`config.mk`:
```
export PLATFORM = sky130hd
export DESIGN_NAME = thick_line_rasterizer
export DESIGN_NICKNAME = d
export VERILOG_FILES = /design/src/rtl/core/tlr_pkg.sv /design/src/rtl/core/thick_line_rasterizer.sv
export SDC_FILE = /design/constraint.sdc
export NUM_CORES = 1
export LEC_CHECK = 0
export BUFFER_PORTS_ARGS = -buffer_cell sky130_fd_sc_hd__buf_2
export CORE_MARGIN = 4
export CORE_UTILIZATION = 34
export CTS_BUF_LIST = sky130_fd_sc_hd__clkbuf_16
export CTS_CLUSTER_SIZE = 8
export DETAILED_ROUTE_END_ITERATION = 7
export PLACE_DENSITY = 0.63
export SYNTH_ARGS = -nofsm -noshare
export SYNTH_HDL_FRONTEND = slang
export SYNTH_SLANG_ARGS = --single-unit
```
`constraint.sdc`:
```
create_clock -name i_clk -period 15.61 [get_ports i_clk]
set_input_delay 0.7805 -clock i_clk [delete_from_list [all_inputs] [get_ports i_clk]]
set_output_delay 0.7805 -clock i_clk [all_outputs]
set_load 0.005 [all_outputs]
```
`src/rtl/core/tlr_pkg.sv`:
```
`timescale 1ns / 1ps

package tlr_pkg;

    localparam int COORD_BITS    = 12;
    localparam int ERR_BITS      = COORD_BITS + 1;
    localparam int MAX_THICKNESS = 16;
    localparam int THICK_BITS    = 5;
    localparam int COLOR_BITS    = 24;
    localparam int IDX_BITS      = (MAX_THICKNESS > 1) ? $clog2(MAX_THICKNESS) : 1;
    localparam int CFG_IDX_BITS  = 1;
    localparam int CFG_DATA_BITS = COLOR_BITS;

    localparam logic [CFG_IDX_BITS-1:0] CFG_PIXEL_COLOR    = 1'd0;
    localparam logic [CFG_IDX_BITS-1:0] CFG_LINE_THICKNESS = 1'd1;

    localparam logic MODE_LOAD = 1'b0;
    localparam logic MODE_STEP = 1'b1;

    localparam logic [COLOR_BITS-1:0] PIXEL_COLOR_RST    = 24'd15;
    localparam logic [THICK_BITS-1:0] LINE_THICKNESS_RST = 5'd1;

    typedef struct packed {
        logic                         mode;
        logic signed [COORD_BITS-1:0] start_x;
        logic signed [COORD_BITS-1:0] start_y;
        logic signed [COORD_BITS-1:0] end_x;
        logic signed [COORD_BITS-1:0] end_y;
    } t_in_beat;

    typedef struct packed {
        logic signed [COORD_BITS-1:0] pixel_x;
        logic signed [COORD_BITS-1:0] pixel_y;
        logic        [COLOR_BITS-1:0] color_out;
        logic                         last_of_step;
        logic                         line_done;
    } t_out_beat;

endpackage

```
`src/rtl/core/thick_line_rasterizer.sv`:
```
`timescale 1ns / 1ps

// Load beats produce no pixels. A step beat accepted while a line is active
// produces line_thickness pixels (clamped to 1 to 16), one per cycle unless
// the output stalls, passing through the sequencer and the output register;
// the pixel sequencer sets the rate, so a new step is taken in the cycle its
// predecessor's last pixel moves out. Synchronous active-low reset clears
// the line state and sets color 15, thickness 1.
module thick_line_rasterizer
    import tlr_pkg::*;
(
    input  logic                     i_clk,
    input  logic                     i_rst_n,
    input  logic                     i_cfg_we,
    input  logic [CFG_IDX_BITS-1:0]  i_cfg_idx,
    input  logic [CFG_DATA_BITS-1:0] i_cfg_data,
    input  logic                     i_in_valid,
    output logic                     o_in_stall,
    input  t_in_beat                 i_in,
    output logic                     o_out_valid,
    input  logic                     i_out_stall,
    output t_out_beat                o_out
);

    logic [COLOR_BITS-1:0] r_pixel_color;
    logic [THICK_BITS-1:0] r_line_thickness;

    // line state
    logic                  r_busy, n_busy;
    logic                  r_x_major, n_x_major;
    logic [COORD_BITS-1:0] r_major_pos, n_major_pos;
    logic [COORD_BITS-1:0] r_major_end, n_major_end;
    logic [COORD_BITS-1:0] r_minor_pos, n_minor_pos;
    logic [1:0]            r_minor_step, n_minor_step;
    logic [ERR_BITS-1:0]   r_error_acc, n_error_acc;
    logic [COORD_BITS-1:0] r_major_delta, n_major_delta;
    logic [COORD_BITS-1:0] r_minor_delta, n_minor_delta;

    // pixel sequencer
    logic                  r_gen_valid;
    logic [IDX_BITS-1:0]   r_gen_idx;
    logic [IDX_BITS-1:0]   r_gen_last;
    logic                  r_gen_xmaj;
    logic                  r_gen_done;
    logic [COORD_BITS-1:0] r_gen_major;
    logic [COORD_BITS-1:0] r_gen_minor;

    // output register
    logic                  r_out_valid;
    t_out_beat             r_out;

    logic                  out_free;
    logic                  gen_fire;
    logic                  gen_finish;
    logic                  in_accept;
    logic                  step_start;

    // load setup
    logic signed [COORD_BITS:0]   diff_x, diff_y;
    logic        [COORD_BITS:0]   abs_x, abs_y;
    logic        [COORD_BITS-1:0] dx, dy;
    logic                         ld_xmaj;
    logic signed [COORD_BITS-1:0] pa, pb, qa, qb;
    logic signed [COORD_BITS-1:0] pa_s, pb_s, qa_s, qb_s;

    // step update
    logic [ERR_BITS-1:0]   err_sum;
    logic                  step_done;
    logic [THICK_BITS-1:0] thick_clamped;

    // pixel compute
    logic [IDX_BITS:0]     idx_p1;
    logic [COORD_BITS-1:0] mag;
    logic [COORD_BITS-1:0] minor_px;
    t_out_beat             pix;

    assign out_free   = !r_out_valid || !i_out_stall;
    assign gen_fire   = r_gen_valid && out_free;
    assign gen_finish = gen_fire && (r_gen_idx == r_gen_last);
    assign o_in_stall = r_gen_valid && !gen_finish;
    assign in_accept  = i_in_valid && !o_in_stall;
    assign step_start = in_accept && (i_in.mode == MODE_STEP) && r_busy;

    assign o_out_valid = r_out_valid;
    assign o_out       = r_out;

    always_comb begin
        diff_x = {i_in.start_x[COORD_BITS-1], i_in.start_x}
               - {i_in.end_x[COORD_BITS-1], i_in.end_x};
        diff_y = {i_in.start_y[COORD_BITS-1], i_in.start_y}
               - {i_in.end_y[COORD_BITS-1], i_in.end_y};
        abs_x  = diff_x[COORD_BITS] ? -diff_x : diff_x;
        abs_y  = diff_y[COORD_BITS] ? -diff_y : diff_y;
        dx     = abs_x[COORD_BITS-1:0];
        dy     = abs_y[COORD_BITS-1:0];
        ld_xmaj = dy < dx;
        if (ld_xmaj) begin
            pa = i_in.start_x; pb = i_in.end_x;
            qa = i_in.start_y; qb = i_in.end_y;
        end else begin
            pa = i_in.start_y; pb = i_in.end_y;
            qa = i_in.start_x; qb = i_in.end_x;
        end
        // swap so the major coordinate rises
        if (pa > pb) begin
            pa_s = pb; pb_s = pa; qa_s = qb; qb_s = qa;
        end else begin
            pa_s = pa; pb_s = pb; qa_s = qa; qb_s = qb;
        end
    end

    always_comb begin
        err_sum   = r_error_acc + {1'b0, r_minor_delta};
        step_done = (r_major_pos == r_major_end);

        if (r_line_thickness == '0) begin
            thick_clamped = THICK_BITS'(1);
        end else if (32'(r_line_thickness) > MAX_THICKNESS) begin
            thick_clamped = THICK_BITS'(MAX_THICKNESS);
        end else begin
            thick_clamped = r_line_thickness;
        end

        n_busy        = r_busy;
        n_x_major     = r_x_major;
        n_major_pos   = r_major_pos;
        n_major_end   = r_major_end;
        n_minor_pos   = r_minor_pos;
        n_minor_step  = r_minor_step;
        n_error_acc   = r_error_acc;
        n_major_delta = r_major_delta;
        n_minor_delta = r_minor_delta;

        if (in_accept && i_in.mode == MODE_LOAD) begin
            n_busy        = 1'b1;
            n_x_major     = ld_xmaj;
            n_major_pos   = pa_s;
            n_major_end   = pb_s;
            n_minor_pos   = qa_s;
            n_error_acc   = '0;
            n_major_delta = ld_xmaj ? dx : dy;
            n_minor_delta = ld_xmaj ? dy : dx;
            if (qb_s > qa_s) begin
                n_minor_step = 2'b01;
            end else if (qb_s < qa_s) begin
                n_minor_step = 2'b11;
            end else begin
                n_minor_step = 2'b00;
            end
        end else if (step_start) begin
            if (err_sum >= {1'b0, r_major_delta}) begin
                n_minor_pos = r_minor_pos
                            + {{(COORD_BITS-2){r_minor_step[1]}}, r_minor_step};
                n_error_acc = err_sum - {1'b0, r_major_delta};
            end else begin
                n_error_acc = err_sum;
            end
            if (step_done) begin
                n_busy = 1'b0;
            end else begin
                n_major_pos = r_major_pos + COORD_BITS'(1);
            end
        end
    end

    // offsets 0,-1,+1,-2,+2,...
    always_comb begin
        idx_p1   = {1'b0, r_gen_idx} + (IDX_BITS+1)'(1);
        mag      = COORD_BITS'(idx_p1[IDX_BITS:1]);
        minor_px = r_gen_idx[0] ? (r_gen_minor - mag) : (r_gen_minor + mag);
        pix.pixel_x      = r_gen_xmaj ? r_gen_major : minor_px;
        pix.pixel_y      = r_gen_xmaj ? minor_px : r_gen_major;
        pix.color_out    = r_pixel_color;
        pix.last_of_step = (r_gen_idx == r_gen_last);
        pix.line_done    = r_gen_done;
    end

    always_ff @(posedge i_clk) begin
        if (!i_rst_n) begin
            r_pixel_color    <= PIXEL_COLOR_RST;
            r_line_thickness <= LINE_THICKNESS_RST;
        end else if (i_cfg_we) begin
            unique case (i_cfg_idx)
                CFG_PIXEL_COLOR:    r_pixel_color    <= i_cfg_data[COLOR_BITS-1:0];
                CFG_LINE_THICKNESS: r_line_thickness <= i_cfg_data[THICK_BITS-1:0];
                default: ;
            endcase
        end
    end

    always_ff @(posedge i_clk) begin
        if (!i_rst_n) begin
            r_busy        <= 1'b0;
            r_x_major     <= 1'b0;
            r_major_pos   <= '0;
            r_major_end   <= '0;
            r_minor_pos   <= '0;
            r_minor_step  <= '0;
            r_error_acc   <= '0;
            r_major_delta <= '0;
            r_minor_delta <= '0;
        end else begin
            r_busy        <= n_busy;
            r_x_major     <= n_x_major;
            r_major_pos   <= n_major_pos;
            r_major_end   <= n_major_end;
            r_minor_pos   <= n_minor_pos;
            r_minor_step  <= n_minor_step;
            r_error_acc   <= n_error_acc;
            r_major_delta <= n_major_delta;
            r_minor_delta <= n_minor_delta;
        end
    end

    // sequencer valid and pixel index; the next block snapshots the major position
    always_ff @(posedge i_clk) begin
        if (!i_rst_n) begin
            r_gen_valid <= 1'b0;
            r_gen_idx   <= '0;
        end else if (step_start) begin
            r_gen_valid <= 1'b1;
            r_gen_idx   <= '0;
        end else if (gen_finish) begin
            r_gen_valid <= 1'b0;
        end else if (gen_fire) begin
            r_gen_idx   <= r_gen_idx + IDX_BITS'(1);
        end
    end

    always_ff @(posedge i_clk) begin
        if (step_start) begin
            r_gen_last  <= IDX_BITS'(thick_clamped - THICK_BITS'(1));
            r_gen_xmaj  <= r_x_major;
            r_gen_done  <= step_done;
            r_gen_major <= r_major_pos;
            r_gen_minor <= r_minor_pos;
        end
    end

    always_ff @(posedge i_clk) begin
        if (!i_rst_n) begin
            r_out_valid <= 1'b0;
        end else if (out_free) begin
            r_out_valid <= r_gen_valid;
        end
    end

    always_ff @(posedge i_clk) begin
        if (gen_fire) begin
            r_out <= pix;
        end
    end

endmodule
```
Word level (Yosys, flattened, before mapping)
Cells that the tools add are included.
{ "classes": {"addsub": 13, "n_mul": 0, "div": 0, "magnitude_cmp": 6, "n_eq_ne": 3, "n_shift": 0, "muxes": 31, "bitwise_logic": 4, "n_reduce_logical": 25} }
{ "ops": {"columns": ["op", "n"], "rows": [
  ["$mux W12", 21],
  ["$sub A12 B12 Y13", 2],
  ["$gt A12 B12 Y1", 2],
  ["$lt A12 B12 Y1", 2],
  ["$neg A12 Y12", 2],
  ["$add A13 B12 Y13", 1],
  ["$ge A13 B12 Y1", 1],
  ["$mux W13", 1],
  ["$sub A13 B12 Y13", 1],
  ["$add A12 B1 Y12 const B", 1],
  ["$add A12 B12 Y12", 1],
  ["$add A12 B4 Y12", 1],
  ["$eq A12 B12 Y1", 1],
  ["$reduce_and A2 Y1", 6],
  ["$sub A12 B4 Y12", 1],
  ["$mux W4", 2],
  ["$reduce_bool A2 Y1", 4],
  ["$logic_and A1 B1 Y1", 7],
  ["$add A4 B1 Y5 const B", 1],
  ["$gt A5 B5 Y1 const B", 1],
  ["$logic_not A5 Y1", 1],
  ["$mux W1", 5],
  ["$add A4 B1 Y4 const B", 1],
  ["$eq A4 B4 Y1", 1],
  ["other kinds (7)", 15]
]} }
{ "word_totals": {"regBits": 192, "latch_bits": 0, "mem_bits_rw": 0, "rom_bits": 0, "inputBits": 79, "out_inout_bits": 52, "wordCells": 106, "mem_count": 0} }

Logic depth before layout (Yosys ltp)
Gate-level depths: netlist of the first run.
{ "depth": {"depth_word": 12, "mapped_depth": 43, "depth_no_buf": 40} }

Worst setup path after synthesis of the first run
Ideal clock, no wire load.
{ "synth_timing": {"path_type": "input to register", "from": "input port i_in[1] in the netlist's numbering", "to": "register r_minor_step[1]", "setup_time_ps": 86, "arrival_ps": 8769, "required_time_ps": 15524, "slack_ps": 6755, "cell_stages": 38, "n_path_buf": 4, "cell_sequence": "inv_1 > ha_1 > nor2b_4 > o2111a_1 > a2111oi_2 > xor2_1 > or4b_4 > nor4_1 > a21oi_1 > xor2_1 > inv_1 > ha_1 > a2111o_1 > o21ai_2 > buf_4 > buf_4 > mux2_2 > ha_1 > [... 2 more ...] > a21oi_1 > o31ai_2 > nand2_1 > o21ai_1 > clkbuf_1 > clkbuf_1 > nand2_1 > a31oi_1 > ha_1 > a21o_1 > a21o_1 > a21oi_1 > nor2b_1 > o21ai_0 > nand2b_1 > a21oi_1 > a31oi_1 > a211oi_1"} }
{ "synth_via": {"elab_chain_cells": 10, "word_cells_on_any_way": 15, "classes_between": "add/sub: 2; order compare: 4; mux: 9"} }
{ "synth_lines": {"columns": ["item", "line_no", "rtl"], "rows": [
  ["start, declared", "thick_line_rasterizer.sv:19", "input t_in_beat i_in,"],
  ["$sub A12 B12 Y13", "thick_line_rasterizer.sv:91", "- {i_in.end_y[COORD_BITS-1], i_in.end_y};"],
  ["$neg A12 Y12", "thick_line_rasterizer.sv:93", "abs_y = diff_y[COORD_BITS] ? -diff_y : diff_y;"],
  ["$mux W12", "thick_line_rasterizer.sv:93", null],
  ["$lt A12 B12 Y1", "thick_line_rasterizer.sv:96", "ld_xmaj = dy < dx;"],
  ["$mux W12", "thick_line_rasterizer.sv:97", "if (ld_xmaj) begin"],
  ["$gt A12 B12 Y1", "thick_line_rasterizer.sv:105", "if (pa > pb) begin"],
  ["$mux W12", "thick_line_rasterizer.sv:105", null],
  ["$lt A12 B12 Y1", "thick_line_rasterizer.sv:145", "end else if (qb_s < qa_s) begin"],
  ["$mux W2", "thick_line_rasterizer.sv:145", null],
  ["$mux W2 (*)", "thick_line_rasterizer.sv:143", "if (qb_s > qa_s) begin"],
  ["end signal, assigned", "thick_line_rasterizer.sv:208", "r_minor_step <= n_minor_step;"],
  ["end, declared", "thick_line_rasterizer.sv:34", "logic [1:0] r_minor_step, n_minor_step;"]
]} }
Mark *: on every way between the ends. The rest lies on a longest branch, timed or not.
A chain may end at the register's enable or synchronous reset.

Final worst setup path of the first run
Same ends and word-level chain as after synthesis.

==> results of run 1 <==
[routing by layer]
layer  track usage, %  wire length (um)  vias up
li1                 -                 -     5701
met2            25.68             16040      388
met1            23.72             17550     5325
met5                0                 0        -
met4            5.504              1035        0
met3            2.774              2291       52
[final timing paths]
kind / start / to / slack (ns)
setup / recovery: i_in[1] / r_minor_step[1] / 5.56
setup reg to reg: r_minor_delta[1] / r_minor_pos[1] / 10.98
hold reg to reg: r_gen_done / o_out[0] / 0.42
hold / removal: r_gen_done / o_out[0] / 0.42
[report_power, final]
part | total, uW | internal, uW | switching (uW)
combinational | 1780 | 720 | 1060
clock | 433 | 239 | 194
sequential | 627 | 582 | 45.6
total | 2840 | 1540 | 1300
[critical path: cells and delay by family]
kind	cells	cell delay [ns]
adders and majority gates	4	1.30
buffers and inverters	7	2.21
AOI/OAI and AO/OA	19	3.55
muxes	1	0.45
and+or+nand+nor	8	1.48
xor gates and xnor gates	2	0.62
[cells by family (layout without fill, tap and decap cells)]
| logic type | Yosys count | after routing |
|---|---|---|
| fa+ha+maj | 118 | 118 |
| buf+inv | 160 | 266 |
| mux | 125 | 125 |
| compound gates | 371 | 371 |
| simple gates | 445 | 445 |
| flops | 192 | 192 |
| xor+xnor | 107 | 107 |
[per-stage QoR]
stage | std cells | worst slack, ns | total power, uW
3_5_place_dp | 2117 | 5.297 | 2394
4_1_cts | 2149 | 5.715 | 2841
6_report | 2149 | 5.556 | 2842
3_3_place_gp | 2117 | 5.469 | 2367
5_1_grt | 2149 | 4.957 | 3075
2_1_floorplan | 1518 | 6.755 | 1994
[cells in the mapped netlist (all sizes together), types with 5 or more instances]
cell     instances
mux4            12
o21ai           61
nand4           10
o21a            14
mux2            30
nand2b          17
or2              8
and3            12
o2111ai          5
clkbuf          53
a211oi          48
a21oi          115
a31oi           22
nor4             6
xnor2           60
mux2i           83
o211ai          21
ha             112
o22ai            9
xor2            47
nor3            22
fa               6
o21bai           7
nor2b           16
inv             90
a21o            28
edfxtp          80
buf             16
and2             5
or3              5
nor2           115
nand3           53
nand2          158
and4             6
dfxtp          112
[flip-flops by register name (all words and copies together), names as in the netlist, 5 cells and up]
signal            flops
r_major_delta        12
r_error_acc          13
r_major_end          12
r_minor_pos          12
r_gen_minor          12
r_line_thickness      5
o_out                50
r_gen_major          12
r_major_pos          12
r_pixel_color        24
r_minor_delta        12
[cell type report]
type	count	area, um^2
Fill cell	3999	24360
Multi-Input combinational cell	1166	8401
Sequential cell	192	4644
Timing Repair Buffer	143	748.2
Tap cell	525	656.9
Clock buffer	19	475.5
Inverter	91	341.6
Clock inverter	13	107.6
==> flow_summary.json, run 1 <==
{
  "synth_fp_nets": 1715,
  "tritoncts": "done",
  "cpMostUsedCell": "a21oi_1",
  "gp_congestion": 0.9330,
  "synth.distinct_cells": 77,
  "antenna_cells": 0,
  "ios": 131,
  "peakVddDrop_mv": 0.2681,
  "dp.final_hpwl_mm": 28.67,
  "critPathSlowestCell": "buf_4",
  "clockRootBuffer": "clkbuf_16",
  "crit_type": "in -> reg",
  "hold_path_depth": 0,
  "synth-seq-cells": 192,
  "worstPathRequired_ns": 15.97,
  "outcome": "completed",
  "wire_per_inst_um": 17.18,
  "ys_seq_area_share_pct": 34.05,
  "grt_pass1_vias": 11002,
  "numCtsBuffers": 17,
  "cts.clk_slew.worst_paths_ns": 0.07,
  "finalHoldViolCount": 0,
  "muxShareOfSynthArea_pct": 10.55,
  "synth_edf_count": 80,
  "synth-compound-area-share_pct": 17.61,
  "drv_slew": 0,
  "reg2reg_depth": 18,
  "hold_class": "reg -> reg",
  "slowest_delay_ns": 0.75,
  "cp-start-kind": "primary input",
  "fin_skew_ns": 0.01372,
  "drt_wl_total_mm": 36.92,
  "overflow": 0,
  "final_area_um2": 15370,
  "yosys-top-cells-area": "edfxtp_1 (18%), dfxtp_1 (16%), ha_1 (10%)",
  "synth_area_um2": 13640,
  "die_x_um": 208.3,
  "max_freq_mhz": 99.46,
  "placementRows": 73,
  "drc": 0,
  "period_minus_slack_ns": 10.05,
  "synthSimpleGateAreaFrac_pct": 15.15,
  "grtUsageTotal_pct": 16.63,
  "final.period_utilization_pct": 64.41,
  "netlist_instances": 1518,
  "cp-end-kind": "flip-flop",
  "synth_flop_cell": "dfxtp_1",
  "drtIter0Drc": 783,
  "syn_avg_cell_area_um2": 8.985,
  "rsz0062_at_grt": "no",
  "ant_nets": 0,
  "route.vias.total": 11466,
  "p_leak_uw": 0.006617,
  "synth_top_family_by_area": "compound AO/OA/AOI/OAI gates",
  "cellPowerDensity_nw_per_um2": 184.8,
  "drive_above_1_share_pct": 14.59,
  "synth_xor_area_share_pct": 6.871,
  "grt_pass1_wl_mm": 59.14,
  "vias_per_cell": 5.336,
  "clockBufferDepth": 2,
  "cts.repair.resized": 0,
  "die-area_um2": 43380,
  "setup_viol_count_final": 0,
  "worstPathArrival_ns": 10.41,
  "drv_cap": 0,
  "yosys_warnings": 0,
  "placed_area_um2": 14790,
  "ys_async_sr_fraction_pct": 0,
  "synthAdderAreaFrac_pct": 11.15,
  "core_region_area_um2": 39730,
  "layout_common_cells": "nand2_1 (158), buf_2 (130), a21oi_1 (115), nor2_1 (115)",
  "yosys.area.top_type": "edfxtp_1",
  "final_util_pct": 38.70,
  "syn_to_final_growth_pct": 12.72,
  "die_y_um": 208.3,
  "grt_max_degree": 63,
  "cts_sinks": 192,
  "initial_core_util_pct": 34.33,
  "dr.pass1.iters": 7,
  "final_common_cell": "nand2_1",
  "worst-slew-pin-transition_ns": 0.9778,
  "cts_setup_buffers": 0,
  "grt_antenna_before_repair": 0,
  "cts_hold_buf": 0,
  "io_buffers": 130,
  "ctsHtreeMaxLevel": 4,
  "fin_tns_setup_ns": 0,
  "whs_ns": 0.4211,
  "worstPathMaxFanout": 62,
  "nNetsFinal": 1808,
  "synth_top_cell_area_share_pct": 17.61,
  "relSlewSlack_pct": 34.66,
  "insertion_delay_ns": 0.45
}
Note: power is estimated with default switching activity, not from simulation.
==> run 2: changes to the inputs <==
- clock period: 15.61 -> 9.35 ns (I/O delays scaled with it)
==> run 2 against run 1 <==
Worst hold slack worse by 0.15 ns. First-iteration DRC count fell by 2.4%. Routed wire length increased by 1.2%. Clock skew grew 0.0031 ns. Combinational power is 69% higher. Clock-buffer cell count decreased by 2. Global-route usage increased by 0.15 points. Largest cell class unchanged. Largest power group unchanged. Highest routed layer unchanged.
==> flow_summary.json, run 2 (same netlist as run 1, synthesis figures left out) <==
{
  "grt_pass1_vias": 11117,
  "die_x_um": 208.3,
  "critPathSlowestCell": "o21ai_4",
  "relSlewSlack_pct": 25.30,
  "numCtsBuffers": 17,
  "ios": 131,
  "final_common_cell": "nand2_1",
  "initial_core_util_pct": 34.33,
  "top_layer_used": "met4",
  "die-area_um2": 43380,
  "layout_common_cells": "nand2_1 (158), buf_2 (130), a21oi_1 (115), nor2_1 (115)",
  "switching_power_uw": 2185,
  "overflow": 0,
  "routed-wl-met3_mm": 2.605,
  "nNetsFinal": 1816,
  "worst-slew-pin-transition_ns": 1.119,
  "clockRootBuffer": "clkbuf_16",
  "rsz0062_at_grt": "no",
  "drive_above_1_share_pct": 15.13,
  "m1WireLength_mm": 17.69,
  "grt_max_degree": 64,
  "insertion_delay_ns": 0.44,
  "cpMostUsedCell": "a21oi_1",
  "cp-end-kind": "flip-flop",
  "die_y_um": 208.3,
  "ant_nets": 0,
  "hold_start": "i_cfg_data[17]",
  "io_buffers": 130,
  "cts_sinks": 192,
  "period_minus_slack_ns": 8.489,
  "fin_tns_setup_ns": 0,
  "cts_setup_buffers": 0,
  "grt_pass1_wl_mm": 59.60,
  "gp_congestion": 0.9910,
  "final_area_um2": 15440,
  "pwr-share-comb_pct": 62.9,
  "worstPathRequired_ns": 9.69,
  "setup_viol_count_final": 0,
  "drt_wl_total_mm": 37.36,
  "fin_skew_ns": 0.01684,
  "clockBufferDepth": 2,
  "dp.final_hpwl_mm": 28.75,
  "placementRows": 73,
  "worstPathArrival_ns": 8.83,
  "largest_reg_flops": 50,
  "num-fill-cells": 3990,
  "ctsHtreeMaxLevel": 4,
  "grtUsageTotal_pct": 16.78,
  "crit_type": "in -> reg",
  "switching_share_pct": 45.67,
  "vias_per_cell": 5.367,
  "drv_cap": 0,
  "final.period_utilization_pct": 90.79,
  "dr.pass1.iters": 5,
  "p_leak_uw": 0.006634,
  "max_freq_mhz": 117.8,
  "worstPathMaxFanout": 44,
  "ff2ff_setup_slack_ns": 4.63,
  "drtIter0Drc": 764,
  "peakVddDrop_mv": 0.3761,
  "cts.clk_slew.worst_paths_ns": 0.07,
  "crit_start": "i_in[36]",
  "placed_area_um2": 14860,
  "cts_hold_buf": 0,
  "internal_power_uw": 2599,
  "finalHoldViolCount": 0,
  "drv_slew": 0,
  "wire_per_inst_um": 17.31,
  "cellPowerDensity_nw_per_um2": 309.8,
  "route.met2.wl_mm": 16.01,
  "drc": 0,
  "route.vias.total": 11583,
  "grt_antenna_before_repair": 1,
  "hold_class": "in -> reg",
  "cp-start-kind": "primary input",
  "tritoncts": "done",
  "p_clk_share_pct": 15.2,
  "syn_to_final_growth_pct": 13.23,
  "cts.repair.resized": 0,
  "r2r-start": "r_error_acc[1]",
  "seq_power_share_pct": 21.9,
  "outcome": "completed",
  "slowest_delay_ns": 0.54,
  "core_region_area_um2": 39730
}
run 2: critical path: cells and delay by family:
kind                       cells  cell delay [ns]
AOI/OAI and AO/OA             18             3.82
xor gates and xnor gates       1             0.45
muxes                          3             0.81
buffers and inverters          4             0.91
and+or+nand+nor                6             0.72
adders and majority gates      5             1.60
run 2: final timing paths:
check / end / cells past startpoint
setup / recovery: r_minor_step[1] / 37
setup reg to reg: r_minor_pos[1] / 18
hold / removal: r_pixel_color[17] / 3
hold reg to reg: o_out[0] / 0
run 2: layer usage:
metal | up-vias | global-route usage (%)
met4 | 0 | 5.572
met2 | 390 | 25.62
met3 | 66 | 2.955
li1 | 5707 | -
met5 | - | 0
met1 | 5420 | 24.07
run 2: cell type report:
cell class | count | area (um^2) | area share [%]
Antenna cell | 1 | 2.502 | 0.01620
Clock buffer | 17 | 425.4 | 2.755
Clock inverter | 15 | 151.4 | 0.9803
Inverter | 91 | 341.6 | 2.212
Multi-Input combinational cell | 1166 | 8401 | 54.40
Sequential cell | 192 | 4644 | 30.07
Tap cell | 525 | 656.9 | 4.253
Timing Repair Buffer | 151 | 820.8 | 5.315
run 2: power by group through the flow:
stage | logic, uW | clock network, uW | registers, uW
after floorplan | 2290 | 0 | 1040
after global placement | 2900 | 0 | 1060
after detailed placement | 2950 | 0 | 1070
after CTS | 2970 | 742 | 1050
after global routing | 3320 | 775 | 1060
final | 3010 | 727 | 1050
run 2: through the flow:
stage | util (%) | instances | power [uW] | setup WS, ns | hold slack [ns]
floorplan | - | 1518 | 3330 | 0.8081 | 0.4003
global placement | 37.41 | 2125 | 3964 | 0.6355 | 0.4092
detailed placement | 37.41 | 2125 | 4019 | 0.4876 | 0.4109
CTS | 38.86 | 2157 | 4763 | 0.9136 | 0.2484
global route | 38.86 | 2157 | 5157 | 0.2526 | 0.2612
finish | 38.87 | 2158 | 4784 | 0.8610 | 0.2668
